[config.mk]
export PLATFORM = sky130hd
export DESIGN_NAME = rhks_ram
export DESIGN_NICKNAME = d
export VERILOG_FILES = /design/src/rhks_ram.sv
export SDC_FILE = /design/constraint.sdc
export NUM_CORES = 1
export LEC_CHECK = 0
export BUFFER_PORTS_ARGS = -buffer_cell sky130_fd_sc_hd__buf_2
export CAP_MARGIN = 20
export CELL_PAD_IN_SITES_DETAIL_PLACEMENT = 1
export CELL_PAD_IN_SITES_GLOBAL_PLACEMENT = 1
export CORE_ASPECT_RATIO = 0.9
export CORE_UTILIZATION = 39
export CTS_CLUSTER_DIAMETER = 150
export DETAILED_ROUTE_END_ITERATION = 10
export GPL_ROUTABILITY_DRIVEN = 0
export MAX_ROUTING_LAYER = met4
export PLACE_DENSITY = 0.66
export SLEW_MARGIN = 20
export SYNTH_ARGS = -nofsm -noshare
export SYNTH_HDL_FRONTEND = slang
export SYNTH_SLANG_ARGS = --single-unit
[constraint.sdc]
create_clock -name clk -period 2.05 [get_ports clk]
set_clock_uncertainty 0.2 [all_clocks]
set_input_delay 0.205 -clock clk [delete_from_list [all_inputs] [get_ports clk]]
set_output_delay 0.205 -clock clk [all_outputs]
set_load 0.03 [all_outputs]
[src/rhks_ram.sv]
// Single-port-write, registered-read RAM for the slot table.
`default_nettype none
module rhks_ram #(
  parameter int unsigned WIDTH = 8,
  parameter int unsigned DEPTH = 16,
  parameter int unsigned AW = $clog2(DEPTH)
) (
  input  wire logic             clk,
  input  wire logic             we,
  input  wire logic [AW-1:0]    waddr,
  input  wire logic [WIDTH-1:0] wdata,
  input  wire logic [AW-1:0]    raddr,
  output logic      [WIDTH-1:0] rdata
);

  logic [WIDTH-1:0] mem [DEPTH];

  always_ff @(posedge clk) begin
    if (we) begin
      mem[waddr] <= wdata;
    end
    rdata <= mem[raddr];
  end

endmodule
`default_nettype wire

; ---- Word level (Yosys, flattened, before mapping)
; Memories as Yosys holds them, arrays and structs flattened. A register that Yosys moved wholly into a read port is not among the register bits.
; Cells that the tools add are included.
[op_classes]
n_mux = 2
[op_table]
columns = cell, n
row1 = 1-bit two-way mux, 2
[word_totals]
wordCells = 3
register_bits = 0
output_inout_bits = 8
input_bits = 18
memories = 1
mem_bits_rw = 128
[memory_table]
columns = memory, words, width, rd, rd_ports_with_merged_regs, write_ports, line
row1 = mem, 16, 8, 1, 1, 1, 16  ; logic [WIDTH-1:0] mem [DEPTH];

; ---- Longest topological paths before layout
[logic_depth]
ltp_word = 2
depth_mapped = 5
depth_no_buf = 3

; ---- Worst setup path before layout
; OpenSTA, ideal clock, no wires.
[synth_path]
path_kind = input to register
from = input waddr[2]
to = memory mem[0][0] (enable)
path_stages = 2
path_buffers = 0
required_time_ps = 1467
setup_slack_ps = 152
setup_ps = 383
t_arrival_ps = 1315
path_cell_list = or3b_2 > nor3_1
[synth_lines]
columns = item, line
row1 = from (decl), 10  ; input wire logic [AW-1:0] waddr,
row2 = to (decl), 16
; No word-level cell before the write port.

==> impl_metrics.py <==
metrics = {
    "clocking": {
        "htree_levels": 4,
        "cts.sink_count": 136,
        "path_clk_slew_ns": 0.06,
        "insertion_delay_ns": 0.42,
        "cts_root_buffer": "clkbuf_16",
        "cts.path.max_buffers": 2,
        "cts_tree": "yes",
        "numCtsBuffers": 17,
    },
    "worst_setup_path": {
        "critPathArrivalTime_ns": 1.68,
        "crit_buf_inv": 0,
        "slowest_delay_ns": 0.52,
        "r2r-start": "mem[10][2]$_DFFE_PP_",
        "timing.rr.end": "rdata[2]$_DFF_P_",
        "path_depth": 3,
        "crit_slowest_cell": "mux4_1",
        "path_class": "reg -> reg",
        "r2r_slack_ns": 0.46,
        "path_cells": "mux4_1 > a22oi_1 > nand2_1",
        "reg2reg_depth": 3,
        "critPathRequiredTime_ns": 2.14,
        "critPathTopFamily": "multiplexers",
        "start_kind": "register",
        "worstPathMaxFanout": 1,
        "cp-end-kind": "register",
    },
    "finish": {
        "n_antenna_cell": 0,
        "drive_gt1_share_pct": 32.2,
        "area_delta_synth_final_pct": 21.4,
        "utilization_pct": 48.9,
        "nets": 312,
        "num-fill-cells": 1184,
    },
    "drt": {
        "routed_wirelength_mm": 11.1,
        "routedWlPerCell_um": 23.5,
        "drt_pass1_iterations": 4,
        "drc": 0,
        "ant_nets": 0,
        "vias": 2517,
        "viasPerCell": 5.34,
        "drt_iter0_markers": 264,
    },
    "timing": {
        "worstMarginPinSlew_ns": 0.474,
        "slew_viol_final": 0,
        "relSlewSlack_pct": 68.3,
        "min_period_over_period_pct": 77.6,
        "finalSetupTns_ns": 0,
        "hold_viol_final": 0,
        "fin_crit_ns": 1.59,
        "setup_viol": 0,
        "fin_ws_ns": 0.460,
        "rsz0062_at_grt": "no",
        "clock.fmax_mhz": 629,
    },
    "hold_path": {
        "holdPathEnd": "rdata[4]$_DFF_P_",
        "min_path_type": "in -> reg",
        "worstHoldPathCells": 4,
        "hold_path.startpoint": "raddr[3]",
    },
    "outcome": {
        "status": "finished clean",
    },
    "global_routing": {
        "grt_pass1_wl_mm": 16.6,
        "grt_max_degree": 17,
        "grt_overflow": 0,
        "antenna_found_initial": 0,
        "track_usage_pct": 18.5,
        "grt_pass1_vias": 2653,
    },
    "logic_synthesis": {
        "postSynthCellCount": 229,
        "syn_nets": 247,
        "ys_types": 19,
        "seq_area_frac_synth_pct": 77.8,
        "synth.avg_cell_area_sq_um": 22.5,
        "yosys_warnings": 0,
        "ys_seq_elements": 136,
        "synth_area_sq_um": 5150,
    },
    "placement": {
        "pre_cts_ws_ns": 0.0935,
        "portBuffers": 25,
        "hpwl_mm": 7.25,
    },
    "floorplanning": {
        "core_sq_um": 12800,
        "die_w_um": 123,
        "dieArea_sq_um": 13700,
        "start_util_pct": 40.3,
        "fp-row-count": 39,
        "pin_count": 26,
        "die_h_um": 111,
    },
    "power_and_ir_drop": {
        "power.density_nw_per_um2": 1030,
        "p_leak_nw": 2.13,
        "ir_drop_v": 0.000642,
    },
    "job": {
        "drv_cap": 0,
    },
}
-- worst max path at each step --
stage / start / endpoint
2_1_floorplan: waddr[2] / mem[0][0]$_DFFE_PP_
3_3_place_gp: raddr[0] / rdata[2]$_DFF_P_
3_5_place_dp: raddr[0] / rdata[2]$_DFF_P_
4_1_cts: mem[10][2]$_DFFE_PP_ / rdata[2]$_DFF_P_
5_1_grt: mem[10][2]$_DFFE_PP_ / rdata[2]$_DFF_P_
6_report: mem[10][2]$_DFFE_PP_ / rdata[2]$_DFF_P_
-- cell type report --
cell class	instances	area (sq um)	share of cell area (%)
flip-flops and latches	136	4000	64.1
clock inverters	15	156	2.50
clock buffers	17	425	6.81
repair buffers	56	403	6.45
well taps	164	205	3.28
multi-input cells	83	1060	16.9
-- flip-flops by register name, summed over array words and instances (netlist names) --
| register | count |
|---|---|
| rdata | 8 |
| mem | 128 |
-- worst register-to-register path, stage by stage (launching register included) --
cell and delay [ns]:
edfxtp_1 0.36, mux4_1 0.52, a22oi_1 0.29, nand2_1 0.10
-- logic make-up after synthesis --
family | share of synthesized area, %
and+or+nand+nor | 3.18
buffers and inverters | 1.68
muxes | 15.0
AOI/OAI and AO/OA | 2.33
DFF | 77.8
-- synth_stat cells --
master	instances	area share [%]
nand2b_1	2	0.24
dfxtp_1	8	3.1
or3b_2	1	0.17
nor2_1	13	0.95
mux4_1	14	7.1
buf_2	3	0.29
nor2b_1	1	0.12
nor3_1	4	0.39
buf_6	3	0.66
nand3b_1	2	0.29
mux4_2	18	7.9
edfxtp_1	128	75
and2b_1	1	0.15
a22oi_1	16	2.3
nand3_1	1	0.097
buf_4	1	0.15
clkdlybuf4s25_2	3	0.58
and2_1	1	0.12
nand2_1	9	0.66
-- stage by stage --
| stage | instances | total power, mW | hold WS (ns) | cell area (sq um) |
|---|---|---|---|---|
| 6_report | 471 | 6.41 | 0.131 | 6250 |
| 2_1_floorplan | 229 | 3.37 | 0.104 | 5150 |
| 3_5_place_dp | 431 | 3.53 | 0.413 | 5590 |
| 4_1_cts | 471 | 6.48 | 0.110 | 6250 |
| 5_1_grt | 471 | 6.61 | 0.146 | 6250 |
| 3_3_place_gp | 431 | 3.51 | 0.390 | 5590 |
-- per-layer routing --
layer  routed length [um]  track usage [%]  vias up
met2                 5200             26.1       80
met3                  645             6.89       16
li1                     -                -     1105
met5                    0                -        -
met4                  121             5.94        0
met1                 5100             24.9     1316
-- placed cells by master (no fill, tap or decap) --
cell,synthesis,layout
a22oi_1,16,16
and2_1,1,1
and2b_1,1,1
buf_12,0,2
buf_2,3,25
buf_4,1,21
bufinv_16,0,2
clkbuf_16,0,17
clkinv_2,0,3
clkinv_4,0,5
clkinvlp_4,0,5
dfxtp_1,8,8
dlygate4sd3_1,0,8
edfxtp_1,128,128
mux4_1,14,14
mux4_2,18,18
nand2_1,9,9
nand2b_1,2,2
nand3_1,1,1
nand3b_1,2,2
nor2_1,13,13
nor2b_1,1,1
nor3_1,4,4
or3b_2,1,1
-- where the power goes --
group          switching, mW  internal, mW
Sequential            0.0181          3.11
Clock                   1.15          1.79
Combinational          0.207         0.140
Total                   1.38          5.04
-- what timing repair did --
item,in CTS,in global routing
buffers inserted,0,0
hold buffers,8,0
resized for setup,0,0
setup endpoints to repair,0,0
endpoints found under the hold margin,128,0
No activity file was read; power rests on OpenSTA's default activity.
