$ cat src/rhks_pkg.sv
// Package: constants, types and codes for the Robin Hood key set insert block.
`default_nettype none
package rhks_pkg;

  localparam int unsigned SLOTS = 1024;
  localparam int unsigned IDX_W = $clog2(SLOTS);
  localparam int unsigned CNT_W = 11;
  localparam int unsigned DIST_W = 8;
  localparam int unsigned HASH_W = 64;
  localparam int unsigned LEN_W = 32;

  localparam logic [DIST_W-1:0] DIST_EMPTY = 8'hFF;
  localparam int unsigned LOAD_NUM = 85;
  localparam int unsigned LOAD_DEN = 100;
  localparam int unsigned LIMIT_RAW = (SLOTS * LOAD_NUM) / LOAD_DEN;
  localparam int unsigned LIMIT_MAX = (1 << CNT_W) - 1;
  localparam int unsigned LIMIT_CLIP = (LIMIT_RAW == 0) ? 1 :
                                       (LIMIT_RAW > LIMIT_MAX) ? LIMIT_MAX : LIMIT_RAW;
  localparam logic [CNT_W-1:0] LIMIT_RESET = CNT_W'(LIMIT_CLIP);
  localparam logic [CNT_W-1:0] SLOTS_CNT = CNT_W'(SLOTS);

  localparam int unsigned CMD_INSERT = 0;
  localparam int unsigned CMD_CLEAR = 1;

  localparam logic REG_LOAD_LIMIT = 1'b0;

  typedef enum logic [1:0] {
    ST_INSERTED  = 2'd0,
    ST_DUPLICATE = 2'd1,
    ST_FULL      = 2'd2,
    ST_CLEARED   = 2'd3
  } status_t;

  typedef enum logic [2:0] {
    S_SWEEP,
    S_IDLE,
    S_READ,
    S_EVAL
  } state_t;

  typedef enum logic [1:0] {
    ACT_EMPTY,
    ACT_MATCH,
    ACT_SWAP,
    ACT_ADVANCE
  } act_t;

  typedef struct packed {
    logic [HASH_W-1:0] hash;
    logic [LEN_W-1:0]  len;
    logic [DIST_W-1:0] hops;
  } slot_t;

  typedef struct packed {
    act_t              act;
    logic              stop_full;
    logic [DIST_W-1:0] hops_next;
  } probe_t;

endpackage
`default_nettype wire

$ cat src/rhks_probe.sv
// Probe evaluation: classifies one slot read against the current candidate.
`default_nettype none
module rhks_probe import rhks_pkg::*; (
  input  wire slot_t             rd,
  input  wire logic [HASH_W-1:0] walk_hash,
  input  wire logic [LEN_W-1:0]  walk_len,
  input  wire logic [DIST_W-1:0] walk_hops,
  input  wire logic [CNT_W-1:0]  steps,
  output probe_t                 res
);

  logic [DIST_W-1:0] hops_adv;
  logic [CNT_W-1:0]  steps_inc;
  logic              last_step;

  always_comb begin
    hops_adv = walk_hops + DIST_W'(1);
    steps_inc = steps + CNT_W'(1);
    last_step = (steps_inc == SLOTS_CNT);
    res.act = ACT_ADVANCE;
    res.stop_full = 1'b0;
    res.hops_next = hops_adv;
    priority if (rd.hops == DIST_EMPTY) begin
      res.act = ACT_EMPTY;
    end else if (rd.hash == walk_hash && rd.len == walk_len) begin
      res.act = ACT_MATCH;
    end else if (rd.hops < walk_hops) begin
      res.act = ACT_SWAP;
      res.hops_next = rd.hops + DIST_W'(1);
      res.stop_full = last_step;
    end else begin
      res.act = ACT_ADVANCE;
      res.stop_full = last_step || (hops_adv == DIST_EMPTY);
    end
  end

endmodule
`default_nettype wire

$ cat config.mk
export PLATFORM = sky130hd
export DESIGN_NAME = rhks_probe
export DESIGN_NICKNAME = d
export VERILOG_FILES = /design/src/rhks_pkg.sv /design/src/rhks_probe.sv
export SDC_FILE = /design/constraint.sdc
export NUM_CORES = 1
export LEC_CHECK = 0
export BUFFER_PORTS_ARGS = -buffer_cell sky130_fd_sc_hd__buf_4
export CAP_MARGIN = 40
export CORE_AREA = 5 5 87 89
export DETAILED_ROUTE_END_ITERATION = 6
export DIE_AREA = 0 0 92 94
export PLACE_DENSITY = 0.67
export SLEW_MARGIN = 20
export SYNTH_ARGS = -nofsm -noshare
export SYNTH_HDL_FRONTEND = slang
export SYNTH_SLANG_ARGS = --single-unit
$ cat constraint.sdc
create_clock -name vclk -period 1.6
set_input_delay 0 -clock vclk [all_inputs]
set_output_delay 0 -clock vclk [all_outputs]
set_load 0.02 [all_outputs]
# Word level (Yosys, flattened, before mapping)
# Cells that the tools add are included.
[classes] n_reduce_logical=2 n_addsub=3 muxes=6 eq_ne=5 magnitude_cmp=1
[op_table] op="$eq 64x64->1" count=1
[op_table] op="$eq 32x32->1" count=1
[op_table] op="$mux 9" count=2
[op_table] op="$add 8x1->8 const B" count=2
[op_table] op="$eq 8x8->1 const B" count=2
[op_table] op="$add 11x1->11 const B" count=1
[op_table] op="$eq 11x11->1 const B" count=1
[op_table] op="$lt 8x8->1" count=1
[op_table] op="$mux 8" count=1
[op_table] op="$mux 2" count=3
[op_table] op="$logic_and 1x1->1" count=1
[op_table] op="$logic_or 1x1->1" count=1
[word_totals] reg_bits=0 output_inout_bits=11 in_bits=219 elab_cells=17

# Logic depth before layout (Yosys ltp)
# Gate-level depths: netlist of the first run.
[logic_depth] word_depth=6 depth_mapped=8 depth_no_buf=8

# Worst setup path before layout of the first run
# Ideal clock, no wire load.
[synth_path] path_type="input to output" startpoint="in walk_hops[5]" endpoint="out res[0] (netlist name)" arrival_ps=1607 required_time_ps=1600 cell_stages=8 n_path_buf=0 setup_slack_ps=-7 path_cell_list="inv_1 -> ha_1 -> a21o_1 -> a21o_1 -> a21o_1 -> a211oi_2 -> o21ai_4 -> mux2i_1"
[synth_lines] item="start, declared" line_no="rhks_probe.sv:7" source="input wire logic [DIST_W-1:0] walk_hops,"
[synth_lines] item="end, declared" line_no="rhks_probe.sv:9" source="output probe_t res"

==> flow_summary.json, run 1 <==
{
  "outcome": "finished, violations left",
  "failed_checks": "setup timing",
  "dp_hpwl_um": 7550,
  "firstDrtPassIters": 4,
  "hold_depth": 4,
  "grt_usage": 0.171,
  "synth_compound_area_frac": 0.0561,
  "ir_worst_vdd_uv": 152,
  "drcViolationCount": 0,
  "io_buffer_count": 230,
  "antenna_found_initial": 0,
  "synth_fa_ha_area_frac": 0.0768,
  "syn_inst": 205,
  "p_seq_frac": 0,
  "core_area_um2": 6680,
  "swShare": 0.350,
  "synth_top_family_by_area": "XOR/XNOR gates",
  "synth_cell_type_count": 23,
  "min-delay-start": "walk_hops[0]",
  "syn_area_um2": 1630,
  "grt_max_degree": 6,
  "fin_crit_ps": 1740,
  "grt_pass1_wl_um": 12300,
  "power_mw": 1.07,
  "max-cap-violations": 0,
  "drt_first_iter_violations": 24,
  "syn_nets": 434,
  "diodes": 0,
  "cp_data_required_time_ps": 1600,
  "cp-end-kind": "primary output",
  "grt_pass1_vias": 2665,
  "cp-start-kind": "input port",
  "clkbuf_count": 0,
  "slew_headroom": 0.811,
  "die-width_um": 92,
  "die_h_um": 94,
  "fmax_mhz": 575,
  "wl_met1_um": 2810,
  "vias": 2419,
  "place_ws_ps": -356,
  "crit_start": "rd[4]",
  "vias_per_cell": 4.54,
  "clockPowerShare": 0,
  "wl_per_cell_um": 15.0,
  "fillers": 648,
  "seq_area_frac_synth": 0,
  "ff_latch_area_um2": 0,
  "fin_crit_sh": 1.09,
  "synthXorXnorAreaFrac": 0.581,
  "ys_warn_count": 0,
  "gp_congestion": 0.844,
  "rows": 30,
  "nFlopsAndLatches": 0,
  "synth-simple-area-share": 0.217,
  "drt_wl_total_um": 8000,
  "die_area_um2": 8650,
  "layout_setup_ws_ps": -140,
  "area_delta_synth_final_pct": 135,
  "hold_buffers": 0,
  "critPathKind": "input port to primary output",
  "hold_viol": 0,
  "top_layer": "met4",
  "grt-ovfl-total": 0,
  "combinationalPowerShare": 1.000,
  "tightestPinTransition_ps": 281,
  "initial_core_util": 0.244,
  "final_cell_mix": "235 x buf_4, 89 x xnor2_1, 30 x nand4_1",
  "p_int_mw": 0.694,
  "worst_ep_arrival_time_ps": 1740,
  "fin_nets": 684,
  "avgSynthCellArea_um2": 7.95,
  "wl_met3_um": 708,
  "post-route-util": 0.574,
  "finalNonFillerCells": 533,
  "muxShareOfSynthArea": 0.0492,
  "wl_met2_um": 4380,
  "layout_commonest_cell": "buf_4",
  "setup_viol": 8,
  "drtAntennaViolNets": 0,
  "p_per_area_nw_per_um2": 278,
  "io_pins": 230,
  "drive_gt1_frac": 0.614,
  "p_sw_mw": 0.373,
  "drv_slew": 0,
  "hold_class": "input port to primary output",
  "leakagePower_nw": 1.79,
  "path_max_fanout": 5,
  "placed_cells": 534,
  "rsz0062_at_grt": "yes"
}
[routing by layer]
layer / track usage / vias up
met2: 0.341 / 122
met5: 0 / -
met3: 0.0513 / 8
met1: 0.181 / 1065
li1: - / 1224
met4: 0.0161 / 0
[kinds of logic after synthesis]
| kind of cell | after synthesis |
|---|---|
| xor+xnor | 108 |
| simple gates | 60 |
| compound gates | 10 |
| fa+ha+maj | 10 |
| buf+inv | 9 |
| mux | 8 |
[cell usage after synthesis]
cell      number  share of area
nor2_1         4         0.0092
a211oi_2       1         0.0077
and4_1         2          0.011
and2_1         1         0.0038
nor4_1         7          0.027
xnor2_1      103           0.55
nor3_1         3         0.0092
mux2i_1        8          0.049
ha_1          10          0.077
nand3_1        7          0.022
inv_1          9          0.021
nand4_1       30           0.12
nand2b_1       1         0.0038
a21o_1         4          0.018
a211o_1        1         0.0054
xor2_1         5          0.027
nand4b_1       1         0.0054
o21ai_4        1          0.010
a21oi_1        1         0.0031
o21ba_2        1         0.0061
nand2_1        3         0.0069
and3_1         1         0.0038
a21o_2         1         0.0054
[worst max-delay path, stage by stage]
cell and delay, ps:
buf_4 120, buf_4 130, and3_1 180, and2_1 180
and4_2 280, a211oi_2 270, o21ai_4 110, buf_6 150
mux2i_1 150, buf_4 160
[layout make-up]
cell class | instances | area (um2) | share of cell area
Multi-Input combinational cell | 196 | 1780 | 0.464
Inverter | 9 | 36.3 | 0.00947
Tap cell | 80 | 100 | 0.0261
Timing Repair Buffer | 248 | 1920 | 0.501
[timing repair]
action                                  4_1_cts  5_1_grt
pin swaps                                    25        5
resized for setup                            31       10
endpoints found under the setup margin       11       11
setup buffers                                 1        1
[power groups by stage]
stage	registers [mW]	clock network [mW]	logic, mW
6_report	0	0	1.07
5_1_grt	0	0	1.15
4_1_cts	0	0	1.06
3_5_place_dp	0	0	1.01
3_3_place_gp	0	0	0.993
2_1_floorplan	0	0	0.391
[final timing paths]
| kind | to | slack, ps |
|---|---|---|
| max | res[6] | -140 |
| min | res[0] | 420 |
[stage by stage]
step	TNS, ps	hold slack [ps]	cell area (um2)
finish	-974	422	3830
global route	-2010	455	3830
CTS	-966	423	3790
detailed placement	-2650	421	3610
global placement	-1840	423	3610
floorplan	-52.9	141	1630
No activity file was read; power rests on OpenSTA's default activity.
==> run 2, diff against run 1 <==
SETUP_SLACK_MARGIN = 0.15   (was default)
==> flow_summary.json, run 2 (synthesis results as in run 1) <==
{
  "outcome": "finished, violations left",
  "failed_checks": "setup timing",
  "wl_met3_um": 619,
  "grt_max_degree": 9,
  "die_area_um2": 8650,
  "initial_core_util": 0.244,
  "fin_nets": 684,
  "drt_first_iter_violations": 35,
  "path_cells": "buf_4, inv_2, ha_4, a21o_1, a21o_1, a21o_1, a211oi_2, o21ai_4, buf_12, mux2i_2, buf_4",
  "min-delay-start": "walk_hops[0]",
  "top_layer": "met4",
  "grt_pass1_wl_um": 12100,
  "hold_class": "input port to primary output",
  "ir_worst_vdd_uv": 149,
  "cpMostUsedCell": "a21o_1",
  "vias_per_cell": 4.49,
  "place_ws_ps": -373,
  "leakagePower_nw": 1.79,
  "layout_commonest_cell": "buf_4",
  "dpl_cell_area_um2": 3690,
  "layout_setup_ws_ps": -150,
  "wl_met1_um": 2670,
  "critPathKind": "input port to primary output",
  "final_cell_mix": "238 x buf_4, 89 x xnor2_1, 30 x nand4_1",
  "die-width_um": 92,
  "fin_crit_ps": 1750,
  "diodes": 0,
  "core_area_um2": 6680,
  "drcViolationCount": 0,
  "vias": 2394,
  "hold_ws_ps": 434,
  "area_delta_synth_final_pct": 136,
  "crit_start": "walk_hops[5]",
  "slowest_stage": "a211oi_2",
  "worst_ep_arrival_time_ps": 1750,
  "die_h_um": 94,
  "cp-end-kind": "primary output",
  "cp-start-kind": "input port",
  "placed_cells": 531,
  "drv_slew": 0,
  "cp_data_required_time_ps": 1600,
  "drt_wl_total_um": 8290,
  "firstDrtPassIters": 4,
  "rows": 30,
  "antenna_found_initial": 0,
  "grt_pass1_vias": 2582,
  "clkbuf_count": 0,
  "finalNonFillerCells": 533,
  "tightestPinTransition_ps": 351,
  "drtAntennaViolNets": 0,
  "hold_viol": 0,
  "stdcell_area_um2": 3850,
  "grt_usage": 0.174,
  "nFlopsAndLatches": 0,
  "grt-ovfl-total": 0,
  "cp_slowest_stage_delay_ps": 270,
  "wl_per_cell_um": 15.6,
  "hold_buffers": 0,
  "drive_gt1_frac": 0.625,
  "gp_congestion": 0.843,
  "wl_met2_um": 4880,
  "fmax_mhz": 572,
  "path_max_fanout": 8,
  "rsz0062_at_grt": "yes",
  "max-cap-violations": 0,
  "fin_crit_sh": 1.09,
  "io_buffer_count": 230,
  "dp_hpwl_um": 7890,
  "io_pins": 230,
  "ff_latch_area_um2": 0,
  "p_per_area_nw_per_um2": 281,
  "slew_headroom": 0.764,
  "setup_viol": 11
}
-- run 2: cell count changes in the layout (fill, tap and decap cells not counted), moves of 3 or more --
cell,change
mux2i_1,-7
mux2i_2,+6
buf_6,-4
buf_4,+3
-- run 2: final timing paths --
path / end / cells after the start / slack, ps
worst max-delay path: res[3] / 11 / -150
worst min-delay path: res[0] / 4 / 430
-- run 2: report_power, final --
part	leakage [nW]	switching, mW	internal [mW]
registers	0	0	0
logic	1.79	0.380	0.703
clock network	0	0	0
-- run 2: critical path, delay by kind of cell --
kind / cells / cell delay [ps]
AO/OA/AOI/OAI: 5 / 870
adder cells (fa/ha/maj): 1 / 200
buffers and inverters: 4 / 520
multiplexers: 1 / 170
-- run 2: area by class of cell --
type / instances / area (um2)
Fill cell: 615 / 2830
Timing Repair Buffer: 248 / 1910
Multi-Input combinational cell: 196 / 1800
Tap cell: 80 / 100
Inverter: 9 / 33.8
-- run 2: what timing repair did --
action | CTS | global route
resized for setup | 20 | 6
setup endpoints to repair | 11 | 11
pin swaps | 17 | 3
buffers inserted | 1 | 1
-- run 2: metrics by stage --
| stage | util | setup TNS (ps) | total power [mW] |
|---|---|---|---|
| 2_1_floorplan | - | 0 | 0.436 |
| 3_3_place_gp | 0.553 | -3700 | 1.03 |
| 3_5_place_dp | 0.553 | -3270 | 1.05 |
| 4_1_cts | 0.570 | -1080 | 1.08 |
| 5_1_grt | 0.576 | -2410 | 1.16 |
| 6_report | 0.576 | -1160 | 1.08 |
-- run 2: per-layer routing --
| layer | track usage | vias up |
|---|---|---|
| met3 | 0.0417 | 6 |
| li1 | - | 1225 |
| met2 | 0.374 | 104 |
| met5 | 0 | - |
| met4 | 0.0198 | 0 |
| met1 | 0.169 | 1059 |
==> run 3, diff against run 2 <==
--- a/config.mk
+++ b/config.mk
@@ -8,3 +8,3 @@
 export BUFFER_PORTS_ARGS = -buffer_cell sky130_fd_sc_hd__buf_4
-export CAP_MARGIN = 40
+export CAP_MARGIN = 25
 export CORE_AREA = 5 5 87 89
==> constraint.sdc (replaced) <==
create_clock -name vclk -period 1.6
set_input_delay 0.32 -clock vclk [all_inputs]
set_output_delay 0.32 -clock vclk [all_outputs]
set_load 0.02 [all_outputs]
==> flow_summary.json, run 3 (synthesis results as in run 1) <==
{
  "ff_latch_area_um2": 0,
  "failed_checks": "setup timing",
  "fin_crit_ps": 2400,
  "multi_input_area_um2": 1910,
  "drt_first_iter_violations": 26,
  "drt_wl_total_um": 8330,
  "cp-end-kind": "primary output",
  "firstDrtPassIters": 4,
  "die-width_um": 92,
  "grt_max_degree": 9,
  "critical-path-top-delay-family": "buffers and inverters",
  "cp_data_required_time_ps": 1280,
  "finalNonFillerCells": 549,
  "core_area_um2": 6680,
  "cp_slowest_stage_delay_ps": 260,
  "gp_congestion": 0.823,
  "fin_nets": 700,
  "vias": 2458,
  "slowest_stage": "nor4_2",
  "rows": 30,
  "dpl_cell_area_um2": 3880,
  "layout_commonest_cell": "buf_4",
  "grt_pass1_wl_um": 12400,
  "grt-ovfl-total": 0,
  "area_delta_synth_final_pct": 153,
  "tightestPinTransition_ps": 299,
  "hold_viol": 0,
  "slew_headroom": 0.799,
  "stdcell_area_um2": 4130,
  "diodes": 0,
  "critPathKind": "input port to primary output",
  "path_cells": "buf_4, xnor2_1, nand4_1, nor4_2, buf_4, nand4_1, o21ai_4, buf_12, mux2i_2, buf_4",
  "fillers": 577,
  "die_area_um2": 8650,
  "dp_hpwl_um": 7900,
  "hold_ws_ps": 1080,
  "ir_worst_vdd_uv": 153,
  "rsz0062_at_grt": "yes",
  "worstPathBufferInverterCount": 4,
  "wl_per_cell_um": 15.2,
  "io_pins": 230,
  "nFlopsAndLatches": 0,
  "worst_ep_arrival_time_ps": 2080,
  "cp_num_cells": 10,
  "cpMostUsedCell": "buf_4",
  "drive_gt1_frac": 0.667,
  "hold_buffers": 0,
  "vias_per_cell": 4.48,
  "fin_crit_sh": 1.50,
  "post-route-util": 0.618,
  "cp-start-kind": "input port",
  "grt_usage": 0.174,
  "setup_viol": 11,
  "drv_slew": 0,
  "io_buffer_count": 230,
  "hold_class": "input port to primary output",
  "fmax_mhz": 417,
  "drcViolationCount": 0,
  "drtAntennaViolNets": 0,
  "p_per_area_nw_per_um2": 280,
  "die_h_um": 94,
  "final_cell_mix": "243 x buf_4, 78 x xnor2_1, 30 x nand4_1",
  "layout_setup_ws_ps": -797,
  "placed_cells": 548,
  "antenna_found_initial": 0,
  "path_max_fanout": 8,
  "initial_core_util": 0.244,
  "outcome": "finished, violations left",
  "grt_pass1_vias": 2714,
  "hold_depth": 4,
  "clkbuf_count": 0,
  "leakagePower_nw": 1.94,
  "max-cap-violations": 0
}
run 3: final timing paths:
path                          from      to  slack (ps)
worst min-delay path  walk_hops[0]  res[0]        1080
worst max-delay path   walk_len[7]  res[0]        -800
run 3: area by class of cell:
| class | count | share of cell area |
|---|---|---|
| Inverter | 9 | 0.0118 |
| Multi-Input combinational cell | 196 | 0.462 |
| Tap cell | 80 | 0.0243 |
| Timing Repair Buffer | 264 | 0.502 |
run 3: stage by stage:
stage	total power [mW]	TNS (ps)	worst slack [ps]
finish	1.15	-8180	-797
global route	1.24	-10290	-999
CTS	1.14	-8160	-800
detailed placement	1.10	-9630	-948
global placement	1.08	-9520	-932
floorplan	0.443	-4850	-538
run 3: report_power, final:
part | switching (mW) | leakage, nW | internal [mW]
clock network | 0 | 0 | 0
logic | 0.400 | 1.94 | 0.754
registers | 0 | 0 | 0
run 3: layer usage:
metal,share of wire,GRT usage
met1,0.32,0.173
met2,0.59,0.377
met3,0.081,0.0385
met4,0.0096,0.00866
met5,0,0
run 3: repair_timing:
action | 4_1_cts | 5_1_grt
setup buffers | 1 | 0
resized for setup | 32 | 13
endpoints found under the setup margin | 11 | 11
pin swaps | 23 | 13
run 3: tightest hold or removal path: stages:
cell and delay, ps:
buf_4 80, buf_4 130, mux2i_2 70, buf_4 160
